File: config.mk
export PLATFORM = sky130hd
export DESIGN_NAME = nec_ir_frame_receiver_unit
export DESIGN_NICKNAME = d
export VERILOG_FILES = /design/src/design/nir_pkg.sv /design/src/design/nec_ir_frame_receiver_unit.sv /design/src/design/nir_csr.sv /design/src/design/nir_decode.sv
export SDC_FILE = /design/constraint.sdc
export NUM_CORES = 1
export LEC_CHECK = 0
export BUFFER_PORTS_ARGS = -buffer_cell sky130_fd_sc_hd__buf_2
export CORE_MARGIN = 2
export CORE_UTILIZATION = 45
export DETAILED_ROUTE_END_ITERATION = 8
export PLACE_DENSITY = 0.75
export SLEW_MARGIN = 20
export SYNTH_ARGS = -nofsm -noshare
export SYNTH_HDL_FRONTEND = slang
export SYNTH_SLANG_ARGS = --single-unit
File: constraint.sdc
create_clock -name clock -period 2.53 [get_ports clock]
set_input_delay 0.506 -clock clock [delete_from_list [all_inputs] [get_ports clock]]
set_output_delay 0.506 -clock clock [all_outputs]
set_load 0.02 [all_outputs]
File: src/design/nir_pkg.sv
// ----------------------------------------------------------------------------
// nir_pkg
// Shared types and constants for the NEC infrared frame receiver.
// ----------------------------------------------------------------------------
package nir_pkg;

   // number of data bits in one frame
   localparam int CODE_BITS = 32;

   localparam int CODE_W    = 32;
   localparam int TICK_W    = 16;
   localparam int CNT_W     = $clog2(CODE_BITS + 1);
   localparam int SHIFT_W   = (CODE_BITS > CODE_W) ? CODE_BITS : CODE_W;

   localparam int CSR_ADDR_W = 4;
   localparam int CSR_DATA_W = 32;

   // register indexes, taken from paddr[3:2]
   localparam logic [1:0] REG_LEADER_MIN = 2'd0;
   localparam logic [1:0] REG_LEADER_MAX = 2'd1;
   localparam logic [1:0] REG_ONE_SPACE  = 2'd2;

   localparam logic [TICK_W-1:0] LEADER_MIN_RST = 16'd1840;
   localparam logic [TICK_W-1:0] LEADER_MAX_RST = 16'd2640;
   localparam logic [TICK_W-1:0] ONE_SPACE_RST  = 16'd330;

   // event kinds
   localparam logic CMD_EDGE    = 1'b0;
   localparam logic CMD_TIMEOUT = 1'b1;

   typedef enum logic [1:0] {
      PH_IDLE      = 2'd0,
      PH_LEADER    = 2'd1,
      PH_FIRST_BIT = 2'd2,
      PH_RECEIVING = 2'd3
   } phase_type;

   typedef struct packed {
      logic [TICK_W-1:0] leader_min_ticks;
      logic [TICK_W-1:0] leader_max_ticks;
      logic [TICK_W-1:0] one_space_ticks;
   } cfg_type;

   typedef struct packed {
      logic              command;
      logic              falling_edge;
      logic [TICK_W-1:0] interval_ticks;
   } event_type;

endpackage

File: src/design/nec_ir_frame_receiver_unit.sv
// ----------------------------------------------------------------------------
// nec_ir_frame_receiver_unit
// NEC infrared frame receiver: decodes edge and timeout events into codes.
// ----------------------------------------------------------------------------
// Datapath: an accepted event passes the input register, then the decode
//   step writes its result into the result register.
// Throughput: one event per cycle; the input stage holds only while a
//   finished result is stalled at the output.
// Reset: synchronous; clears the phase, bit count, shift word and both valid
//   flags and loads the default leader window and one-bit threshold.
module nec_ir_frame_receiver_unit (
   input  logic                             clock,
   input  logic                             reset,
   // event channel
   input  logic                             req_valid,
   output logic                             req_stall,
   input  logic                             req_command,
   input  logic                             req_falling_edge,
   input  logic [nir_pkg::TICK_W-1:0]       req_interval_ticks,
   // result channel
   output logic                             rsp_valid,
   input  logic                             rsp_stall,
   output logic [nir_pkg::CODE_W-1:0]       rsp_code_word,
   output logic                             rsp_is_repeat,
   // register port
   input  logic                             csr_psel,
   input  logic                             csr_penable,
   input  logic                             csr_pwrite,
   input  logic [nir_pkg::CSR_ADDR_W-1:0]   csr_paddr,
   input  logic [nir_pkg::CSR_DATA_W-1:0]   csr_pwdata,
   output logic [nir_pkg::CSR_DATA_W-1:0]   csr_prdata,
   output logic                             csr_pready
);
   import nir_pkg::*;

   cfg_type   cfg;
   event_type evt_ff, evt_in;
   logic      evt_valid_ff, evt_valid_in;
   logic      evt_ready;

   nir_csr u_csr (
      .clock       (clock),
      .reset       (reset),
      .csr_psel    (csr_psel),
      .csr_penable (csr_penable),
      .csr_pwrite  (csr_pwrite),
      .csr_paddr   (csr_paddr),
      .csr_pwdata  (csr_pwdata),
      .csr_prdata  (csr_prdata),
      .csr_pready  (csr_pready),
      .cfg         (cfg)
   );

   // input register: reloads whenever the decode step takes its transaction
   assign req_stall    = evt_valid_ff && !evt_ready;
   assign evt_valid_in = req_stall ? evt_valid_ff : req_valid;

   always_comb begin
      evt_in = evt_ff;
      if (!req_stall) begin
         evt_in.command        = req_command;
         evt_in.falling_edge   = req_falling_edge;
         evt_in.interval_ticks = req_interval_ticks;
      end
   end

   always_ff @(posedge clock) begin
      if (reset) begin
         evt_valid_ff <= 1'b0;
      end else begin
         evt_valid_ff <= evt_valid_in;
      end
   end

   always_ff @(posedge clock) begin
      evt_ff <= evt_in;
   end

   nir_decode u_decode (
      .clock         (clock),
      .reset         (reset),
      .cfg           (cfg),
      .evt_valid     (evt_valid_ff),
      .evt           (evt_ff),
      .evt_ready     (evt_ready),
      .rsp_valid     (rsp_valid),
      .rsp_stall     (rsp_stall),
      .rsp_code_word (rsp_code_word),
      .rsp_is_repeat (rsp_is_repeat)
   );

   // input side only backs up behind a stalled result
   a_stall_cause: assert property (@(posedge clock) disable iff (reset)
      req_stall |-> (rsp_valid && rsp_stall))
      else $error("req_stall without a stalled result");

   // an accepted transaction lands in the input register
   a_capture: assert property (@(posedge clock) disable iff (reset)
      (req_valid && !req_stall) |=> evt_valid_ff)
      else $error("accepted transaction not captured");

   // a repeat marker never carries a code
   a_repeat_zero: assert property (@(posedge clock) disable iff (reset)
      (rsp_valid && rsp_is_repeat) |-> (rsp_code_word == '0))
      else $error("repeat marker with nonzero code");

   // a result only appears after a decode step consumed an event
   a_result_source: assert property (@(posedge clock) disable iff (reset)
      $rose(rsp_valid) |-> $past(evt_valid_ff))
      else $error("result without a consumed event");

endmodule

File: src/design/nir_csr.sv
// ----------------------------------------------------------------------------
// nir_csr
// APB register bank holding the leader window and the one-bit threshold.
// ----------------------------------------------------------------------------
module nir_csr (
   input  logic                             clock,
   input  logic                             reset,
   input  logic                             csr_psel,
   input  logic                             csr_penable,
   input  logic                             csr_pwrite,
   input  logic [nir_pkg::CSR_ADDR_W-1:0]   csr_paddr,
   input  logic [nir_pkg::CSR_DATA_W-1:0]   csr_pwdata,
   output logic [nir_pkg::CSR_DATA_W-1:0]   csr_prdata,
   output logic                             csr_pready,
   output nir_pkg::cfg_type                 cfg
);
   import nir_pkg::*;

   cfg_type    cfg_ff;
   cfg_type    cfg_in;
   logic       wr_en;
   logic [1:0] reg_idx;

   assign reg_idx    = csr_paddr[3:2];
   assign wr_en      = csr_psel && csr_penable && csr_pwrite;
   assign csr_pready = 1'b1;

   always_comb begin
      cfg_in = cfg_ff;
      if (wr_en) begin
         case (reg_idx)
            REG_LEADER_MIN: cfg_in.leader_min_ticks = csr_pwdata[TICK_W-1:0];
            REG_LEADER_MAX: cfg_in.leader_max_ticks = csr_pwdata[TICK_W-1:0];
            REG_ONE_SPACE:  cfg_in.one_space_ticks  = csr_pwdata[TICK_W-1:0];
            default:        cfg_in = cfg_ff;
         endcase
      end
   end

   always_ff @(posedge clock) begin
      if (reset) begin
         cfg_ff.leader_min_ticks <= LEADER_MIN_RST;
         cfg_ff.leader_max_ticks <= LEADER_MAX_RST;
         cfg_ff.one_space_ticks  <= ONE_SPACE_RST;
      end else begin
         cfg_ff <= cfg_in;
      end
   end

   always_comb begin
      case (reg_idx)
         REG_LEADER_MIN: csr_prdata = CSR_DATA_W'(cfg_ff.leader_min_ticks);
         REG_LEADER_MAX: csr_prdata = CSR_DATA_W'(cfg_ff.leader_max_ticks);
         REG_ONE_SPACE:  csr_prdata = CSR_DATA_W'(cfg_ff.one_space_ticks);
         default:        csr_prdata = '0;
      endcase
   end

   assign cfg = cfg_ff;

endmodule

File: src/design/nir_decode.sv
// ----------------------------------------------------------------------------
// nir_decode
// Frame state machine, bit shifter and result register.
// ----------------------------------------------------------------------------
module nir_decode (
   input  logic                         clock,
   input  logic                         reset,
   input  nir_pkg::cfg_type             cfg,
   input  logic                         evt_valid,
   input  nir_pkg::event_type           evt,
   output logic                         evt_ready,
   output logic                         rsp_valid,
   input  logic                         rsp_stall,
   output logic [nir_pkg::CODE_W-1:0]   rsp_code_word,
   output logic                         rsp_is_repeat
);
   import nir_pkg::*;

   phase_type           phase_ff, phase_in;
   logic [CNT_W-1:0]    bit_count_ff, bit_count_in;
   logic [SHIFT_W-1:0]  shift_ff, shift_in;
   logic                out_valid_ff, out_valid_in;
   logic [CODE_W-1:0]   out_code_ff, out_code_in;
   logic                out_rep_ff, out_rep_in;

   logic                step;
   logic                is_timeout;
   logic                in_window;
   logic                bit_val;
   logic [CNT_W-1:0]    count_inc;
   logic [SHIFT_W-1:0]  shift_next;
   logic                word_done;
   logic                emit;
   logic                emit_repeat;

   assign evt_ready  = !out_valid_ff || !rsp_stall;
   assign step       = evt_valid && evt_ready;
   assign is_timeout = (evt.command == CMD_TIMEOUT);
   assign in_window  = (evt.interval_ticks > cfg.leader_min_ticks) &&
                       (evt.interval_ticks < cfg.leader_max_ticks);
   assign bit_val    = (evt.interval_ticks > cfg.one_space_ticks);
   assign count_inc  = bit_count_ff + CNT_W'(1);
   assign shift_next = {shift_ff[SHIFT_W-2:0], bit_val};
   assign word_done  = (count_inc >= CNT_W'(CODE_BITS));

   // next state
   always_comb begin
      phase_in = phase_ff;
      if (step) begin
         if (is_timeout) begin
            phase_in = PH_IDLE;
         end else begin
            case (phase_ff)
               PH_IDLE:      if (evt.falling_edge) phase_in = PH_LEADER;
               PH_LEADER:    if (in_window) phase_in = PH_FIRST_BIT;
               PH_FIRST_BIT: phase_in = PH_RECEIVING;
               PH_RECEIVING: if (evt.falling_edge && word_done) phase_in = PH_IDLE;
               default:      phase_in = PH_IDLE;
            endcase
         end
      end
   end

   // datapath and results
   always_comb begin
      bit_count_in = bit_count_ff;
      shift_in     = shift_ff;
      emit         = 1'b0;
      emit_repeat  = 1'b0;
      if (step) begin
         if (is_timeout) begin
            if (phase_ff == PH_RECEIVING && bit_count_ff == '0) begin
               emit        = 1'b1;
               emit_repeat = 1'b1;
            end
         end else begin
            case (phase_ff)
               PH_IDLE: begin
                  if (evt.falling_edge) begin
                     bit_count_in = '0;
                     shift_in     = '0;
                  end
               end
               PH_RECEIVING: begin
                  if (evt.falling_edge) begin
                     bit_count_in = count_inc;
                     shift_in     = shift_next;
                     emit         = word_done;
                  end
               end
               default: begin
                  bit_count_in = bit_count_ff;
               end
            endcase
         end
      end
   end

   always_comb begin
      out_valid_in = out_valid_ff && rsp_stall;
      out_code_in  = out_code_ff;
      out_rep_in   = out_rep_ff;
      if (emit) begin
         out_valid_in = 1'b1;
         out_rep_in   = emit_repeat;
         out_code_in  = emit_repeat ? '0 : shift_next[CODE_W-1:0];
      end
   end

   always_ff @(posedge clock) begin
      if (reset) begin
         phase_ff     <= PH_IDLE;
         bit_count_ff <= '0;
         shift_ff     <= '0;
         out_valid_ff <= 1'b0;
      end else begin
         phase_ff     <= phase_in;
         bit_count_ff <= bit_count_in;
         shift_ff     <= shift_in;
         out_valid_ff <= out_valid_in;
      end
   end

   always_ff @(posedge clock) begin
      out_code_ff <= out_code_in;
      out_rep_ff  <= out_rep_in;
   end

   assign rsp_valid     = out_valid_ff;
   assign rsp_code_word = out_code_ff;
   assign rsp_is_repeat = out_rep_ff;

endmodule

==> impl_summary.md <==
Status
The flow ran to the end, and the final reports show no timing, DRC or antenna violations.

CTS
For this design, the CTS-stage hold fixing added 0 buffers. The cell sitting at the root of the clock tree is a sky130_fd_sc_hd__clkbuf_16. In this run the deepest clock path goes through 2 buffers. The clock tree from TritonCTS is built.

The number of buffers created by CTS is 17. After clock tree synthesis, the clock-pin slew on the worst setup and hold paths is 0.06 ns. The H-tree generated during clock tree synthesis spans 4 levels. The clock latency of the later-clocked register in the worst-skew pair is 0.43 ns.

The CTS sink count is 140.

Global routing
The via count of the first global-routing pass is 5323. The wire length of the first global-routing pass is 26060 um. The residual overflow from global routing is 0. The maximum number of pins on one net before global-route repair is 70.

The number of antenna violations at the first check in global routing is 0. For this run, the total global-route usage over all layers was measured as 0.2050.

Run
Across the run, the number of max-cap violations was 0.

Worst hold path
The worst hold path begins at req_interval_ticks[4]. The worst hold-check path type is input port to flip-flop. Along the worst hold path, the cell count comes to 1. The worst hold path endpoint is evt_ff[4].

Floorplan
The I/O pin total is 129. The effective utilization at floorplan is 0.4630. The number of standard-cell rows in the floorplan is 44. The region available for standard cell placement spans 0.01459 mm^2. The die is 126.5 um tall. The die is 126.5 um wide. The floorplan step defined a die boundary enclosing 0.01600 mm^2.

Critical path
The worst reg-to-reg path cell count is 7. The category of the worst setup path capture point is a flip-flop. In this run the critical register-to-register path is launched from evt_ff[9]. The signal on the critical path passes through ha_1, a21o_1, a21o_1, a2111oi_0, o21ai_0, nor3_2, nor3_1. Of all nets on the critical path, the largest fanout is 3. Data arrives at the worst endpoint at 2.53 ns. At the worst endpoint, the required time is 2.70 ns.

The worst register-to-register path has a setup slack of 0.17 ns. Among all stages on the critical path, the largest delay is contributed by sky130_fd_sc_hd__edfxtp_1. STA classifies the critical path startpoint as a flip-flop.

In this run the critical register-to-register path is captured at u_decode.rsp_code_word[0]. The critical path is of the flip-flop to flip-flop type. In this run the worst setup path begins at evt_ff[9]. The most numerous cell on the critical path is sky130_fd_sc_hd__a21o_1. The delay of the slowest cell on the worst path is 0.44 ns.

Synthesis
In this run, synthesis produced a sequential element count of 140. The count of flip-flops with a built-in enable after synthesis is 51. The synthesis warning total is 0. The mean cell area of the mapped netlist is 9.177 um^2.

The share of flip-flops with an asynchronous set or reset after synthesis is 0. The portion of the post-synthesis area used by sequential elements is 0.4906. Yosys mapped the design onto 47 distinct sky130hd cell types.

In the synthesized netlist the dominant register cell turns out to be sky130_fd_sc_hd__dfxtp_1. In this run the cell area of the synthesized design comes to 0.006754 mm^2. The synthesized instance count is 736.

Timing
The number of pins with negative max-slew slack in the final report is 0. The tightest slew margin relative to the limit is 0.4799. Static timing analysis puts the maximum clock frequency at 0.4235 GHz. Of the available clock period, the critical path in the final layout requires 0.9333.

The routed design could run at a clock period as short as 2.361 ns. Setup violations remaining at the end of the flow were counted as 0. Setup repair after global routing left no endpoint under its margin.

On the final layout, the worst clock skew is 0.01106 ns. In the post-route analysis, the smallest setup slack over all paths is 0.1687 ns. The accumulated negative setup slack is 0 ns.

The worst hold-check slack is 0.2512 ns. The number of hold violations in the final report is 0. The transition time of the tightest slew-check pin is 0.7802 ns.

Power and ir drop
The share of total power dissipated in combinational logic is 0.064. IR analysis of the VDD net gives a maximum drop of 514.2 uV. The power density over cell area is 640.8 mW/mm^2. The static leakage is 0.003281 uW. In this run the power spent charging and discharging nets is 1194 uW. The power share of the clock group is 0.470. Total power for the finished layout comes to 5111 uW. The internal power of the cells totals 3917 uW. The share of power burned in registers is 0.466. The net switching fraction of the power is 0.2337.

Drt
The count of unresolved DRC violations after routing is 0. The via count of the routed design is 5397. After detailed routing, the number of vias per cell comes to 5.286. The first-pass detailed-route iteration total is 5. The number of violations reported at the end of detailed-routing iteration 0 is 489. The mean routed wirelength per cell is 15.49 um.

The residual antenna-violating net count after detailed routing is 0. The routed wire length is 15810 um.

Cells and area
The storage element area is 0.003313 mm^2. Summing all multi-input logic gate instances after layout gives 0.003024 mm^2. The net count of the finished layout is 938. In the final layout, the share of cells above drive strength 1 is 0.1804.

From synthesis to final layout, the design area changed by 18.10%. The count of cells in the finished layout, fillers not included, comes to 1021. The filler cells instantiated in the layout total 1298. 0 antenna diodes ended up in the layout.

Placed design
The setup slack after placement is 0.1166 ns. The number of input and output port buffers inserted is 93. The wire-length estimate of the detail-placed layout is 10840 um.

Including well taps, the total number of placed cells is 989. Routability-driven placement finished with a final weighted congestion of 0.8414.
[synth_stat cells, types with 2 or more instances]
| master | number | share of area |
|---|---|---|
| sky130_fd_sc_hd__xor2_1 | 3 | 0.0039 |
| sky130_fd_sc_hd__a21o_1 | 6 | 0.0067 |
| sky130_fd_sc_hd__nand3_1 | 40 | 0.030 |
| sky130_fd_sc_hd__conb_1 | 2 | 0.0011 |
| sky130_fd_sc_hd__a31oi_1 | 2 | 0.0019 |
| sky130_fd_sc_hd__nand3b_1 | 2 | 0.0022 |
| sky130_fd_sc_hd__buf_2 | 5 | 0.0037 |
| sky130_fd_sc_hd__or3_1 | 4 | 0.0037 |
| sky130_fd_sc_hd__dfxtp_1 | 89 | 0.26 |
| sky130_fd_sc_hd__o21ai_0 | 24 | 0.018 |
| sky130_fd_sc_hd__nor4_1 | 5 | 0.0046 |
| sky130_fd_sc_hd__o21a_1 | 2 | 0.0022 |
| sky130_fd_sc_hd__nand2_1 | 139 | 0.077 |
| sky130_fd_sc_hd__nor3_1 | 6 | 0.0044 |
| sky130_fd_sc_hd__nor2_1 | 10 | 0.0056 |
| sky130_fd_sc_hd__edfxtp_1 | 51 | 0.23 |
| sky130_fd_sc_hd__clkbuf_1 | 34 | 0.019 |
| sky130_fd_sc_hd__ha_1 | 53 | 0.098 |
| sky130_fd_sc_hd__a21oi_1 | 80 | 0.059 |
| sky130_fd_sc_hd__and2_1 | 32 | 0.030 |
| sky130_fd_sc_hd__nand4_1 | 15 | 0.014 |
| sky130_fd_sc_hd__xnor2_1 | 2 | 0.0026 |
| sky130_fd_sc_hd__mux2i_1 | 16 | 0.024 |
| sky130_fd_sc_hd__inv_1 | 56 | 0.031 |
| sky130_fd_sc_hd__buf_4 | 17 | 0.019 |
| sky130_fd_sc_hd__nor2b_1 | 3 | 0.0028 |
| sky130_fd_sc_hd__a2111o_1 | 2 | 0.0033 |
| sky130_fd_sc_hd__o211ai_1 | 14 | 0.016 |
| sky130_fd_sc_hd__nand2b_1 | 4 | 0.0037 |
[how the worst max path moves through the flow]
stage / to / slack [ns] / depth (start not counted)
5_1_grt: u_decode.phase_ff[0] / 0.04 / 6
3_3_place_gp: u_decode.rsp_code_word[0] / 0.16 / 7
4_1_cts: u_decode.rsp_code_word[0] / 0.06 / 7
2_1_floorplan: csr_prdata[0] / 0.25 / 4
3_5_place_dp: u_decode.rsp_code_word[0] / 0.12 / 7
6_report: u_decode.rsp_code_word[0] / 0.17 / 7
[state kept, by name, summed over array words and instances (netlist names)]
signal and flops:
u_csr.cfg 48, u_decode.rsp_code_word 32, u_decode.shift_ff 31, evt_ff 18, u_decode.bit_count_ff 6, u_decode.phase_ff 2
evt_valid_ff 1, u_decode.rsp_is_repeat 1, u_decode.rsp_valid 1
[stage by stage]
step                      utilization  area (um^2)
after global placement         0.5071         7398
after floorplan                     -         6810
after global routing           0.5467         7976
after detailed placement       0.5071         7398
after CTS                      0.5464         7971
final                          0.5467         7976
[cells in the final DEF (no fill, tap or decap), drive strengths merged, types with 3 or more instances in the layout]
cell type / n
mux2i: 16
ha: 53
conb: 17
xor2: 3
buf: 111
clkinv: 9
nand4: 15
edfxtp: 51
nor4: 5
o211ai: 14
and2: 32
a21o: 6
or3: 4
o21ai: 24
nor3: 6
clkbuf: 17
a21oi: 80
nand2: 139
nand3: 40
inv: 58
nor2b: 3
dfxtp: 89
nand2b: 4
nor2: 10
[cells by family after synthesis]
family	after synthesis	synth area share
AND/OR/NAND/NOR	265	0.1828
AO/OA/AOI/OAI	142	0.1239
flip-flops	140	0.4906
buffers and inverters	113	0.07317
adder cells (fa/ha/maj)	53	0.09819
multiplexers	16	0.02371
XOR/XNOR	5	0.006485
other	2	0.001112
[critical path: cells and delay by family, from the launching register on]
kind	cells	cell delay, ns
adders and majority gates	1	0.35
DFF	1	0.44
AOI/OAI and AO/OA	4	0.98
and+or+nand+nor	2	0.33
[repair_timing]
action | CTS | global route
setup endpoints to repair | 0 | 2
buffers inserted | 0 | 0
gates resized for setup | 0 | 1
[per-layer routing]
layer	GRT usage	part of all wire	vias up
met4	0.07434	0.018	0
met2	0.3316	0.48	165
met5	0	0	-
li1	-	-	2674
met3	0.04892	0.056	22
met1	0.2686	0.45	2536
[cell type report]
class / count / area share
Timing Repair Buffer: 111 / 0.07843
Multi-Input combinational cell: 498 / 0.3791
Clock inverter: 15 / 0.01851
Inverter: 56 / 0.02635
Sequential cell: 140 / 0.4154
Clock buffer: 17 / 0.05333
Tap cell: 184 / 0.02886
[power groups by stage]
stage | clock network [uW] | logic [uW] | registers (uW)
after floorplan | 0 | 228 | 2420
after global placement | 0 | 316 | 2430
after CTS | 2440 | 327 | 2380
final | 2400 | 329 | 2380
after global routing | 2540 | 366 | 2380
after detailed placement | 0 | 321 | 2430
No activity file was read; power rests on OpenSTA's default activity.
